## src/rtl/core/qrs_pkg.sv

```systemverilog
// ----------------------------------------------------------------------------
// qrs_pkg
// Shared types and constants for the QR module raster scaler.
// ----------------------------------------------------------------------------
package qrs_pkg;

	localparam int VER_W    = 5;
	localparam int NUM_W    = 8;   // module count per side, up to 4*31+17
	localparam int MOD_W    = 9;   // module row/column index after extension
	localparam int WORD_W   = 64;
	localparam int ROW_W    = 7;
	localparam int ADDR_W   = 8;
	localparam int DEPTH    = 256;
	localparam int MOD_BASE = 17;

	localparam logic [VER_W-1:0] VER_RESET = 5'd3;
	localparam logic [7:0]       LIGHT_BYTE = 8'hFF;
	localparam logic [7:0]       DARK_BYTE  = 8'h00;
	localparam logic [1:0]       LAST_CHAN  = 2'd2;
	localparam logic             CMD_LOAD   = 1'b0;
	localparam logic             CMD_PIXEL  = 1'b1;

	typedef enum logic [2:0] {
		ST_IDLE,
		ST_GSTART,
		ST_GDIV,
		ST_GLEAD,
		ST_CDIV,
		ST_RDIV,
		ST_READ,
		ST_EMIT
	} state_t;

	typedef enum logic [1:0] {
		SEL_GEOM,
		SEL_COL,
		SEL_ROW
	} div_sel_t;

endpackage

```

## src/rtl/core/qrs_div.sv

```systemverilog
// ----------------------------------------------------------------------------
// qrs_div
// Shared restoring divider, one quotient bit per cycle.
// ----------------------------------------------------------------------------
module qrs_div import qrs_pkg::*; #(
	parameter int DW = 8
) (
	input  logic              clk,
	input  logic              arst_n,
	input  logic              start,
	input  logic [DW-1:0]     dividend,
	input  logic [NUM_W-1:0]  divisor,
	output logic              done,
	output logic [DW-1:0]     quotient
);

	localparam int CNT_W = $clog2(DW + 1);

	logic [CNT_W-1:0] cnt_q;
	logic             done_q;
	logic [NUM_W-1:0] rem_q;
	logic [DW-1:0]    quo_q;
	logic [NUM_W+1:0] diff;
	logic             neg;

	assign diff = {1'b0, rem_q, quo_q[DW-1]} - {2'b00, divisor};
	assign neg  = diff[NUM_W+1];

	always_ff @(posedge clk or negedge arst_n) begin
		if (!arst_n) begin
			cnt_q  <= '0;
			done_q <= 1'b0;
		end else begin
			done_q <= 1'b0;
			if (start) begin
				cnt_q <= CNT_W'(DW);
			end else if (cnt_q != '0) begin
				cnt_q  <= cnt_q - 1'b1;
				done_q <= (cnt_q == CNT_W'(1));
			end
		end
	end

	always_ff @(posedge clk) begin
		if (start) begin
			rem_q <= '0;
			quo_q <= dividend;
		end else if (cnt_q != '0) begin
			rem_q <= neg ? {rem_q[NUM_W-2:0], quo_q[DW-1]} : diff[NUM_W-1:0];
			quo_q <= {quo_q[DW-2:0], ~neg};
		end
	end

	assign done     = done_q;
	assign quotient = quo_q;

endmodule

```

## config.mk

```make
export PLATFORM = sky130hd
export DESIGN_NAME = qrs_div
export DESIGN_NICKNAME = d
export VERILOG_FILES = /design/src/rtl/core/qrs_pkg.sv /design/src/rtl/core/qrs_div.sv
export SDC_FILE = /design/constraint.sdc
export NUM_CORES = 1
export LEC_CHECK = 0
export ABC_CLOCK_PERIOD_IN_PS = 3000
export BUFFER_PORTS_ARGS = -buffer_cell sky130_fd_sc_hd__buf_4
export CORE_MARGIN = 10
export CORE_UTILIZATION = 50
export DETAILED_ROUTE_END_ITERATION = 7
export PLACE_DENSITY = 0.74
export SYNTH_ARGS = -nofsm -noshare
export SYNTH_HDL_FRONTEND = slang
export SYNTH_SLANG_ARGS = --single-unit
```

## constraint.sdc

```tcl
create_clock -name clk -period 3 [get_ports clk]
set_input_delay 0.3 -clock clk [delete_from_list [all_inputs] [get_ports clk]]
set_output_delay 0.3 -clock clk [all_outputs]
set_load 0.05 [all_outputs]
```

======== Word level (Yosys, flattened, before mapping) ========
Cells that the tools add are included.
storage, ports and cells
  register bits after elaboration ......... 21
  latch bits .............................. 0
  memory bits (writable) .................. 0
  ROM bits ................................ 0
  memories kept ........................... 0
operators by class
  add/subtract/negate cells ............... 2
  multiply operators ...................... 0
  div/mod/pow operators ................... 0
  magnitude comparators ................... 0
  equality and inequality tests ........... 1
  shift-type cells ........................ 0
  mux-type cells .......................... 7
  bitwise operators ....................... 1
  reductions and logical operators ........ 2
operators with widths
  operator                                                            count
  8-bit 2-to-1 mux                                                    3
  9-bit by 8-bit subtractor with 10-bit output                        1
  4-bit 2-to-1 mux                                                    2
  4-bit by 1-bit == test with 1-bit output, second input constant     1
  4-bit nonzero test                                                  1
  4-bit by 1-bit subtractor with 4-bit output, second input constant  1
  1-bit 2-to-1 mux                                                    2
  2-bit nonzero test                                                  1
  1-bit inverter                                                      1

======== Logic depth before layout (Yosys ltp) ========
Gate-level depths: netlist (run 1).
  depth in word-level cells ............... 4
  mapped depth ............................ 8
  gate-level depth less buffers ........... 8

======== Worst setup path before layout (run 1) ========
No wires, ideal clock.
  path kind ............................... flip-flop to flip-flop
  start ................................... register quo_q[7], in the netlist quotient[7]
  end ..................................... register rem_q[6]
  setup time .............................. 148 ps
  arrival time ............................ 2193 ps
  required time ........................... 2852 ps
  slack ................................... 659 ps
  cell stages (with the launch flop) ...... 9
  clock period less this slack ............ 2341 ps
  path through ............................ edfxtp_1 -> inv_1 -> ha_1 -> fa_1 -> nand2b_1 -> a21oi_1 -> mux2_2 -> o21ai_1 -> a311oi_2
on the way
  longest elaborated chain between the ends .. 2
RTL lines
  what                                          line           RTL
  from (decl)                                   qrs_div.sv:22  logic [DW-1:0] quo_q;
  from (signal assigned)                        qrs_div.sv:47  quo_q <= dividend;
  from (signal assigned)                        qrs_div.sv:50  quo_q <= {quo_q[DW-2:0], ~neg};
  9-bit by 8-bit subtractor with 10-bit output  qrs_div.sv:26  assign diff = {1'b0, rem_q, quo_q[DW-1]} - {2'b00, divisor};
  8-bit 2-to-1 mux                              qrs_div.sv:49  rem_q <= neg ? {rem_q[NUM_W-2:0], quo_q[DW-1]} : diff[NUM_W-1:0];
  to (signal assigned)                          qrs_div.sv:49
  to (decl)                                     qrs_div.sv:21  logic [NUM_W-1:0] rem_q;
No other way between the ends.
A chain may end at the register's enable or synchronous reset.

======== Worst setup path in the final report (run 1) ========
  start ................................... register rem_q[3]
  end ..................................... register rem_q[0]
on the way
  longest elaborated chain between the ends .. 2
RTL lines
  what                                          line
  9-bit by 8-bit subtractor with 10-bit output  qrs_div.sv:26
  8-bit 2-to-1 mux                              qrs_div.sv:49
No other way between the ends.

==> impl_results.md, run 1 <==
- Startpoint types: flip-flop
- Commonest non-fill, non-tap cells in the layout: buf_4, nor2_1, inv_1
- I/O Buffers: 27
- CTS tree: built
- Period utilization: 76.2%
- Met3 Track Usage GR: 4.76%
- Ranking of synthesized cells by area: edfxtp_1, dfxtp_1, ha_1
- Total Neg Setup Slack: 0 ns
- Worst setup EP type: flip-flop
- Max Root-Sink Buffers: 2
- Area grow syn2layout: 18.3%
- Drt first-iter violations: 77
- DR vias/cell: 5.47
- Starting density of the core: 54.0%
- HPWL Detailed: 2190 µm
- Final min period: 2.29 ns
- Worst Path Required: 3.23 ns
- Worst-path maximum fanout: 11
- Vias: 1,067
- Mapped cell area: 1370 µm²
- Worst path cell trace: ha_1, o211ai_1, a211oi_1, o21a_1, mux2_4, a211oi_2
- Synthesized Nets: 169
- DRC Markers: 0
- Hold Vio Cnt, Final: 0
- First-pass GRT wire length: 4550 µm
- Endpoints failing setup: 0
- Yosys top cell by area: edfxtp_1
- Kind of critical path: reg -> reg
- Hold crit path type: in -> reg
- Post-Syn Instances: 138
- CTS Hold Bufs: 1
- Synth top area share: 17.5%
- Clk sink count: 21
- Layout cells sized above 1: 28.5%
- Slowest stage delay, CP: 0.45 ns
- Routed Antenna Nets: 0
- Yosys reg bits: 21
- # diodes: 0
- CTS root buffer: clkbuf_4
- Fillcell total: 215
- Worst-path clk slew: 0.11 ns
- Relative slew slack: 60.5%
- Post-CTS Setup Inserts: 0
- Yosys warning total: 0
- Pin count of the biggest net entering global routing: 23
- Clk_skew: 0.00442 ns
- Gr usage total: 10.5%
- DR pass1 iterations: 4
- PostCTS Resize Cnt: 0
- Commonest non-fill, non-tap cell in the layout: buf_4
- M2 GR Usage: 18.0%
- Grt met1 use: 11.9%
- GRT Max-Usage Layer: met2
- Synth cell types: 41
- PwrDens: 923 nW/µm²
- Routed WL: 2690 µm
- Placer Congestion: 0.792
- Inserted Clock Buffers: 3
- Crit path max-delay family: compound AO/OA/AOI/OAI gates
- Vias in the first global route: 1,065
- Fin util: 63.9%
- Synth Area per Inst: 9.96 µm²
- Seq/Total Area, Yosys: 38.3%
- P_leak: 0.746 nW
- Actual slew at the worst max-slew pin: 0.591 ns
- CP max-delay cell: o21a_1
- Die Width: 72.4 µm
- Die height: 72.4 µm
- Initial antenna violation count: 0
- Worst vdd ir: 0.790 mV
- Arrival time at the worst endpoint: 2.52 ns
- Global route overflow: 0
- CORE AREA: 2540 µm²
- Drt wl/cell: 13.8 µm
- Worst Path Buf+Inv: 0
- Num ports: 28
- Die outline area: 5240 µm²
- H-tree depth: 1
- Max Clk Rate: 0.437 GHz
- Worst skew pair latency: 0.30 ns
- Max-cap violation count: 0
- Status: completed
- Rows: 18
- Final nets: 197
- Final max-slew violation count: 0
- RSZ-0062 raised after global routing: no
[power by group]
group          internal (mW)  switching [mW]  total [mW]
clock                 0.0496          0.0801       0.130
combinational          0.391           0.488       0.878
sequential             0.411          0.0809       0.492
[final timing paths]
kind                       slack, ns   startpoint     endpoint  cells past startpoint
max reg2reg                     0.71     rem_q[3]     rem_q[0]                      6
max in group asynchronous       2.57       arst_n     cnt_q[2]                      2
min in group asynchronous       0.33       arst_n         done                      2
min                             0.30  dividend[6]  quotient[6]                      2
max                             0.71     rem_q[3]     rem_q[0]                      6
min reg2reg                     0.50     rem_q[1]     rem_q[1]                      2
[layer usage]
| metal | routed length, µm | part of all wire (%) |
|---|---|---|
| met4 | 8 | 0.30 |
| met1 | 1150 | 43 |
| met3 | 155 | 5.8 |
| met2 | 1380 | 51 |
| met5 | 0 | 0 |
[stage by stage]
step / power [mW] / setup slack (ns) / std cells / hold WS [ns] / cell area, µm²
2_1_floorplan: 1.20 / 0.659 / 138 / 0.00441 / 1370
3_3_place_gp: 1.35 / 0.757 / 190 / 0.104 / 1590
3_5_place_dp: 1.38 / 0.678 / 190 / 0.106 / 1590
4_1_cts: 1.52 / 0.734 / 195 / 0.287 / 1630
5_1_grt: 1.63 / 0.542 / 195 / 0.262 / 1630
6_report: 1.50 / 0.713 / 195 / 0.296 / 1630
[Yosys cell counts]
| master | instances |
|---|---|
| nor2_1 | 15 |
| inv_1 | 13 |
| ha_1 | 11 |
| mux2_2 | 9 |
| dfxtp_1 | 8 |
| edfxtp_1 | 8 |
| a21oi_1 | 6 |
| dfrtp_1 | 5 |
| nand2_1 | 5 |
| o21ai_0 | 5 |
| a211oi_1 | 4 |
| clkbuf_1 | 3 |
| mux2i_1 | 3 |
| nand2b_1 | 3 |
| o211ai_1 | 3 |
| or3_1 | 3 |
| xnor2_1 | 3 |
| a211o_1 | 2 |
| a311oi_2 | 2 |
| nand2b_4 | 2 |
| nand3b_1 | 2 |
| nor3_1 | 2 |
| nor4_1 | 2 |
| xor2_1 | 2 |
| a211oi_2 | 1 |
| a21o_1 | 1 |
| a22oi_1 | 1 |
| a31oi_1 | 1 |
| and2_1 | 1 |
| buf_1 | 1 |
| buf_6 | 1 |
| fa_1 | 1 |
| mux2_4 | 1 |
| nand3_1 | 1 |
| nor2b_1 | 1 |
| nor3b_1 | 1 |
| nor4b_1 | 1 |
| o21a_1 | 1 |
| o21ai_1 | 1 |
| o22ai_1 | 1 |
| or2_2 | 1 |
[logic make-up (layout without fill, tap and decap cells)]
family	count (synthesis)	count (layout)	share of synthesized area [%]
AOI/OAI and AO/OA	29	29	15.1
xor gates and xnor gates	5	5	3.19
buffers and inverters	18	45	5.46
DFF	21	21	38.3
muxes	13	13	10.7
and+or+nand+nor	40	40	15.8
adders and majority gates	12	12	11.5
[sequential cells by signal, summed over array words and instances, names as in the netlist]
name / cells
done: 1
cnt_q: 4
quotient: 8
rem_q: 8
[final cells by class]
cell class | instances | area [µm²] | share of cell area [%]
flip-flops and latches | 21 | 526 | 32.3
repair buffers | 28 | 213 | 13.1
clock buffers | 3 | 22.5 | 1.39
well taps | 30 | 37.5 | 2.31
clock inverters | 1 | 5.00 | 0.308
inverters | 13 | 48.8 | 3.00
multi-input cells | 99 | 773 | 47.6
Note: power is estimated with default switching activity, not from simulation.
==> run 2: changes to the inputs <==
ABC_AREA = 1   (was unset)
ABC_CLOCK_PERIOD_IN_PS = 2100   (was 3000)
PLACE_DENSITY = 0.76   (was 0.74)
clock period = 2.1 ns   (was 3 ns; I/O delays follow)
==> impl_results.md, run 2 <==
- Yosys warning total: 0 (unchanged)
- Worst reg2reg startpoint: quotient[7] (was rem_q[3])
- Synth Area per Inst: 7.17 µm² (was 9.96 µm²)
- Die height: 75.3 µm (was 72.4 µm)
- Clk_skew: 0.00523 ns (was 0.00442 ns)
- Synthesized Nets: 244 (was 169)
- Endpoints failing setup: 0 (unchanged)
- Dpl ws: 0.364 ns (was 0.678 ns)
- Arrival time at the worst endpoint: 1.98 ns (was 2.52 ns)
- DRC Markers: 0 (unchanged)
- Period utilization: 84.1% (was 76.2%)
- Final nets: 276 (was 197)
- Actual slew at the worst max-slew pin: 0.453 ns (was 0.591 ns)
- Finished Cell Area: 1810 µm² (was 1630 µm²)
- Synth top area share: 15.7% (was 17.5%)
- Final worst-path setup slack: 0.334 ns (was 0.713 ns)
- Combinational Power Share: 61.0% (was 58.6%)
- Pin count of the biggest net entering global routing: 17 (was 23)
- R2R cell count: 11 (was 6)
- Clk sink count: 21 (unchanged)
- DR vias/cell: 5.04 (was 5.47)
- Sequential power share: 30.1% (was 32.8%)
- Max Clk Rate: 0.566 GHz (was 0.437 GHz)
- Mapped cell area: 1530 µm² (was 1370 µm²)
- Relative slew slack: 69.8% (was 60.5%)
- Final max-slew violation count: 0 (unchanged)
- Hold Vio Cnt, Final: 0 (unchanged)
- Slowest stage delay, CP: 0.41 ns (was 0.45 ns)
- Met3 Track Usage GR: 3.55% (was 4.76%)
- Total power draw: 2.29 mW (was 1.50 mW)
- Inserted Clock Buffers: 3 (unchanged)
- Fillcell total: 268 (was 215)
- Commonest non-fill, non-tap cell in the layout: nand2_1 (was buf_4)
- CORE AREA: 2830 µm² (was 2540 µm²)
- Worst skew pair latency: 0.31 ns (was 0.30 ns)
- Placer Congestion: 0.845 (was 0.792)
- Worst-path maximum fanout: 3 (was 11)
- Ranking of synthesized cells by area: edfxtp_1, nand2_1, inv_1 (was edfxtp_1, dfxtp_1, ha_1)
- CTS Hold Bufs: 1 (unchanged)
- Synth cell types: 28 (was 41)
- Status: completed (unchanged)
- Power Internal: 1.18 mW (was 851 µW)
- Max-cap violation count: 0 (unchanged)
- H-tree depth: 1 (unchanged)
- Worst vdd ir: 0.688 mV (was 0.790 mV)
- Die outline area: 5660 µm² (was 5240 µm²)
- Gr usage total: 12.8% (was 10.5%)
- CTS tree: built (unchanged)
- Power share of the clock group: 8.9% (was 8.6%)
- Top cells by count, synth: nand2_1, inv_1, nand3_1 (was nor2_1, inv_1, ha_1)
- Yosys reg bits: 21 (unchanged)
- Post-Syn Instances: 213 (was 138)
- Most frequent cell after synthesis: nand2_1 (was nor2_1)
- I/O Buffers: 27 (unchanged)
- PwrDens: 1260 nW/µm² (was 923 nW/µm²)
- Routed WL: 3420 µm (was 2690 µm)
- Net switching power: 1.10 mW (was 649 µW)
- Number of synthesized flops with an enable pin: 8 (unchanged)
- Hold Path Stages: 3 (was 2)
- Finished Layout Cells: 275 (was 195)
- Area grow syn2layout: 18.5% (was 18.3%)
- Vias: 1,385 (was 1,067)
- Commonest non-fill, non-tap cells in the layout: nand2_1, inv_1, buf_4 (was buf_4, nor2_1, inv_1)
- Initial antenna violation count: 0 (unchanged)
- Starting density of the core: 54.0% (about the same)
- Reg2Reg Setup Slack: 0.33 ns (was 0.71 ns)
- Routed Antenna Nets: 0 (unchanged)
- PostCTS Resize Cnt: 0 (unchanged)
- HPWL Detailed: 2770 µm (was 2190 µm)
- Max Root-Sink Buffers: 2 (unchanged)
- CTS root buffer: clkbuf_4 (unchanged)
- Register area: 526 µm² (unchanged)
- RSZ-0062 raised after global routing: no (unchanged)
- Sw Share: 48.3% (was 43.2%)
- First-pass GRT wire length: 5630 µm (was 4550 µm)
- Final min period: 1.77 ns (was 2.29 ns)
- Num ports: 28 (unchanged)
- P_leak: 1.04 nW (was 0.746 nW)
- Total Neg Setup Slack: 0 ns (unchanged)
- Vias in the first global route: 1,280 (was 1,065)
- Drt first-iter violations: 79 (was 77)
- Worst setup EP type: flip-flop (unchanged)
- Die Width: 75.3 µm (was 72.4 µm)
- Kind of critical path: reg -> reg (unchanged)
- Rows: 19 (was 18)
- Top_reg_cell synth: edfxtp_1 (unchanged)
- Worst hold margin: 0.167 ns (was 0.296 ns)
- Seq/Total Area, Yosys: 34.4% (was 38.3%)
- Startpoint types: flip-flop (unchanged)
- Hold endpoint: quotient[7] (was quotient[6])
- # diodes: 0 (unchanged)
- Area of the multi-input gates: 817 µm² (was 773 µm²)
- Worst-path clk slew: 0.12 ns (was 0.11 ns)
- Worst path cell trace: inv_1, ha_1, fa_1, inv_1, nand3_1, nand3_1, nand2_1, nand2_1, nor2_2, nor2_1, nor2_1 (was ha_1, o211ai_1, a211oi_1, o21a_1, mux2_4, a211oi_2)
- Yosys top cell by area: edfxtp_1 (unchanged)
- DR pass1 iterations: 4 (unchanged)
- R2R Path End: rem_q[6] (was rem_q[0])
- Fin util: 64.0% (was 63.9%)
- Worst Path Required: 2.31 ns (was 3.23 ns)
- Layout cells sized above 1: 20.5% (was 28.5%)
- Post-CTS Setup Inserts: 0 (unchanged)
- Dpl cell area: 1770 µm² (was 1590 µm²)
- Grt met1 use: 15.8% (was 11.9%)
- Hold crit path type: in -> reg (unchanged)
- Hold path start: dividend[7] (was dividend[6])
- Asr flop ratio synth: 23.8% (unchanged)
- Drt wl/cell: 12.4 µm (was 13.8 µm)
- GRT Max-Usage Layer: met2 (unchanged)
- CP max-delay cell: fa_1 (was o21a_1)
- M2 GR Usage: 21.0% (was 18.0%)
- Global route overflow: 0 (unchanged)
- # placed instances: 270 (was 190)
run 2: cell types whose count changed in the layout (fill, tap and decap cells not counted), sizes merged, moves of 5 or more:
cell / change
nand2: +65
inv: +33
nand3: +15
mux2: -10
nand4: +9
a211oi: -5
nand2b: -5
run 2: area by class of cell:
type / count / area share, %
inverters: 45 / 9.47
well taps: 31 / 2.14
multi-input cells: 144 / 45.2
clock buffers: 3 / 1.24
repair buffers: 30 / 12.6
flip-flops and latches: 21 / 29.0
clock inverters: 1 / 0.346
run 2: kinds of logic after synthesis:
logic type | count (synthesis) | synth area share (%)
and+or+nand+nor | 114 | 35.3
xor gates and xnor gates | 4 | 2.30
DFF | 21 | 34.4
AOI/OAI and AO/OA | 14 | 5.57
adders and majority gates | 12 | 10.3
buffers and inverters | 48 | 12.0
run 2: how the worst max path moves through the flow:
stage / cells after the start / slack, ns / end / start
after detailed placement: 11 / 0.36 / rem_q[6] / quotient[7]
after CTS: 11 / 0.34 / rem_q[6] / quotient[7]
after global placement: 11 / 0.38 / rem_q[6] / quotient[7]
final: 11 / 0.33 / rem_q[6] / quotient[7]
after global routing: 11 / 0.22 / rem_q[6] / quotient[7]
after floorplan: 11 / 0.18 / rem_q[6] / quotient[7]
run 2: critical path: cells and delay by family, from the launching register on:
| kind | cells | cell delay, ns |
|---|---|---|
| DFF | 1 | 0.40 |
| adders and majority gates | 2 | 0.61 |
| buffers and inverters | 2 | 0.16 |
| and+or+nand+nor | 7 | 0.49 |
run 2: power by group through the flow:
stage / logic (mW) / registers [mW] / clock network (mW)
floorplan: 0.952 / 0.811 / 0
global placement: 1.38 / 0.694 / 0
detailed placement: 1.40 / 0.697 / 0
CTS: 1.41 / 0.688 / 0.213
global route: 1.58 / 0.710 / 0.241
finish: 1.40 / 0.688 / 0.204
run 2: routing by layer:
layer  share of wire (%)  wire [µm]
met5                   0          0
met4                 2.3         78
met3                 4.5        155
met2                  49       1670
met1                  44       1520
==> run 3: changes to the inputs <==
ABC_CLOCK_PERIOD_IN_PS = 1730   (was 2100)
PLACE_DENSITY = 0.73   (was 0.76)
clock period = 1.73 ns   (was 2.1 ns; I/O delays follow)
==> impl_results.md, run 3 (synthesis gave the netlist of run 2 again) <==
- Crit. Startpoint: rem_q[6] (was quotient[7])
- Final nets: 280 (was 276)
- Met3 Track Usage GR: 3.68% (was 3.55%)
- Starting density of the core: 54.0% (unchanged)
- Placer Congestion: 0.863 (was 0.845)
- HPWL Detailed: 2790 µm (was 2770 µm)
- Worst-path clk slew: 0.12 ns (about the same)
- Final min period: 1.63 ns (was 1.77 ns)
- Max Clk Rate: 0.615 GHz (was 0.566 GHz)
- # diodes: 0 (unchanged)
- M2 GR Usage: 19.6% (was 21.0%)
- R2R cell count: 9 (was 11)
- Clk_skew: 0.00958 ns (was 0.00523 ns)
- Area grow syn2layout: 25.9% (was 18.5%)
- Gr usage total: 12.8% (about the same)
- Fin util: 67.9% (was 64.0%)
- Drt first-iter violations: 74 (was 79)
- Routed WL: 3540 µm (was 3420 µm)
- Max Root-Sink Buffers: 2 (unchanged)
- Layout cells sized above 1: 26.2% (was 20.5%)
- # placed instances: 273 (was 270)
- Hold crit path type: in -> reg (unchanged)
- Vias: 1,403 (was 1,385)
- Actual slew at the worst max-slew pin: 0.459 ns (was 0.453 ns)
- CTS root buffer: clkbuf_4 (unchanged)
- DR pass1 iterations: 4 (unchanged)
- First-pass GRT wire length: 5760 µm (was 5630 µm)
- CTS tree: built (unchanged)
- CORE AREA: 2830 µm² (unchanged)
- Worst-path maximum fanout: 7 (was 3)
- Endpoints failing setup: 0 (unchanged)
- Reg2Reg Setup Slack: 0.10 ns (was 0.33 ns)
- PwrDens: 1530 nW/µm² (was 1260 nW/µm²)
- Max-cap violation count: 0 (unchanged)
- Vias in the first global route: 1,264 (was 1,280)
- Initial antenna violation count: 0 (unchanged)
- Worst vdd ir: 0.961 mV (was 0.688 mV)
- Worst reg2reg startpoint: rem_q[6] (was quotient[7])
- Num ports: 28 (unchanged)
- H-tree depth: 1 (unchanged)
- Critical Path Sink: rem_q[5] (was rem_q[6])
- Finished Layout Cells: 279 (was 275)
- Clk sink count: 21 (unchanged)
- Status: completed (unchanged)
- Commonest non-fill, non-tap cells in the layout: nand2_1, inv_1, buf_4 (unchanged)
- Pin count of the biggest net entering global routing: 17 (unchanged)
- DRC Markers: 0 (unchanged)
- Dpl ws: 0.101 ns (was 0.364 ns)
- Arrival time at the worst endpoint: 1.83 ns (was 1.98 ns)
- Inserted Clock Buffers: 3 (unchanged)
- Period utilization: 94.1% (was 84.1%)
- Final max-slew violation count: 0 (unchanged)
- GRT Max-Usage Layer: met2 (unchanged)
- Global route overflow: 0 (unchanged)
- Die height: 75.3 µm (unchanged)
- Commonest non-fill, non-tap cell in the layout: nand2_1 (unchanged)
- Rows: 19 (unchanged)
- Relative slew slack: 69.3% (was 69.8%)
- DR vias/cell: 5.03 (was 5.04)
- I/O Buffers: 27 (unchanged)
- Fillcell total: 241 (was 268)
- Worst skew pair latency: 0.31 ns (about the same)
- Grt met1 use: 17.4% (was 15.8%)
- Hold Vio Cnt, Final: 0 (unchanged)
- Die Width: 75.3 µm (unchanged)
- R2R Path End: rem_q[5] (was rem_q[6])
- Final worst-path setup slack: 0.103 ns (was 0.334 ns)
- Drt wl/cell: 12.7 µm (was 12.4 µm)
- Die outline area: 5660 µm² (unchanged)
- Routed Antenna Nets: 0 (unchanged)
- Kind of critical path: reg -> reg (unchanged)
- Startpoint types: flip-flop (unchanged)
- P_leak: 1.06 nW (was 1.04 nW)
- Worst Path Required: 1.93 ns (was 2.31 ns)
- Worst setup EP type: flip-flop (unchanged)
-- run 3: cell types whose count changed in the layout (fill, tap and decap cells not counted), sizes merged --
cell / before / now
buf: 29 / 33
inv: 46 / 45
clkinvlp: 0 / 1
-- run 3: area by class of cell --
| cell class | count | area [µm²] | share of cell area [%] |
|---|---|---|---|
| Multi-Input combinational cell | 144 | 885 | 46.0 |
| Sequential cell | 21 | 527 | 27.4 |
| Timing Repair Buffer | 34 | 270 | 14.1 |
| Inverter | 45 | 171 | 8.92 |
| Tap cell | 31 | 38.8 | 2.02 |
| Clock buffer | 3 | 22.5 | 1.17 |
| Clock inverter | 1 | 7.51 | 0.391 |
-- run 3: critical path, stage by stage (launching register included) --
cell and delay [ns]:
dfxtp_1 0.35, ha_2 0.40, nand2_2 0.08, nor2_4 0.13, nand2_2 0.10, buf_4 0.17, nand4_1 0.07, nand2_1 0.05
nor2_1 0.13, nor2_1 0.05
-- run 3: timing repair --
item | in CTS | in global routing
hold endpoints to repair | 5 | 0
buffers inserted | 0 | 1
hold buffers | 1 | 0
resized for setup | 0 | 10
endpoints found under the setup margin | 0 | 7
-- run 3: where the power goes --
group / internal [mW] / leakage, nW / switching [mW] / total (mW)
logic: 0.749 / 0.825 / 1.10 / 1.85
clock network: 0.0881 / 0.0139 / 0.150 / 0.238
registers: 0.701 / 0.216 / 0.151 / 0.852
-- run 3: per-stage QoR --
| step | setup TNS, ns | area (µm²) | hold WS [ns] | power, mW |
|---|---|---|---|---|
| 2_1_floorplan | -0.212 | 1530 | -0.123 | 2.15 |
| 6_report | 0 | 1920 | 0.127 | 2.94 |
| 4_1_cts | 0 | 1850 | 0.114 | 2.84 |
| 5_1_grt | -0.00323 | 1920 | 0.122 | 3.22 |
| 3_3_place_gp | 0 | 1810 | -0.0233 | 2.58 |
| 3_5_place_dp | 0 | 1810 | -0.0221 | 2.59 |
-- run 3: worst min path at each step --
stage                     start           to  slack, ns  cells past startpoint
global placement         arst_n     cnt_q[0]      -0.02                      1
floorplan                arst_n     cnt_q[0]      -0.12                      0
detailed placement       arst_n         done      -0.02                      1
global route        dividend[6]  quotient[6]       0.12                      3
finish              dividend[3]  quotient[3]       0.13                      3
CTS                 dividend[3]  quotient[3]       0.11                      3
-- run 3: per-layer routing --
layer  vias to the layer above  part of all wire (%)
li1                        734                     -
met1                       633                    47
met2                        32                    48
met3                         4                   4.9
met4                         0                  0.62
met5                         -                     0
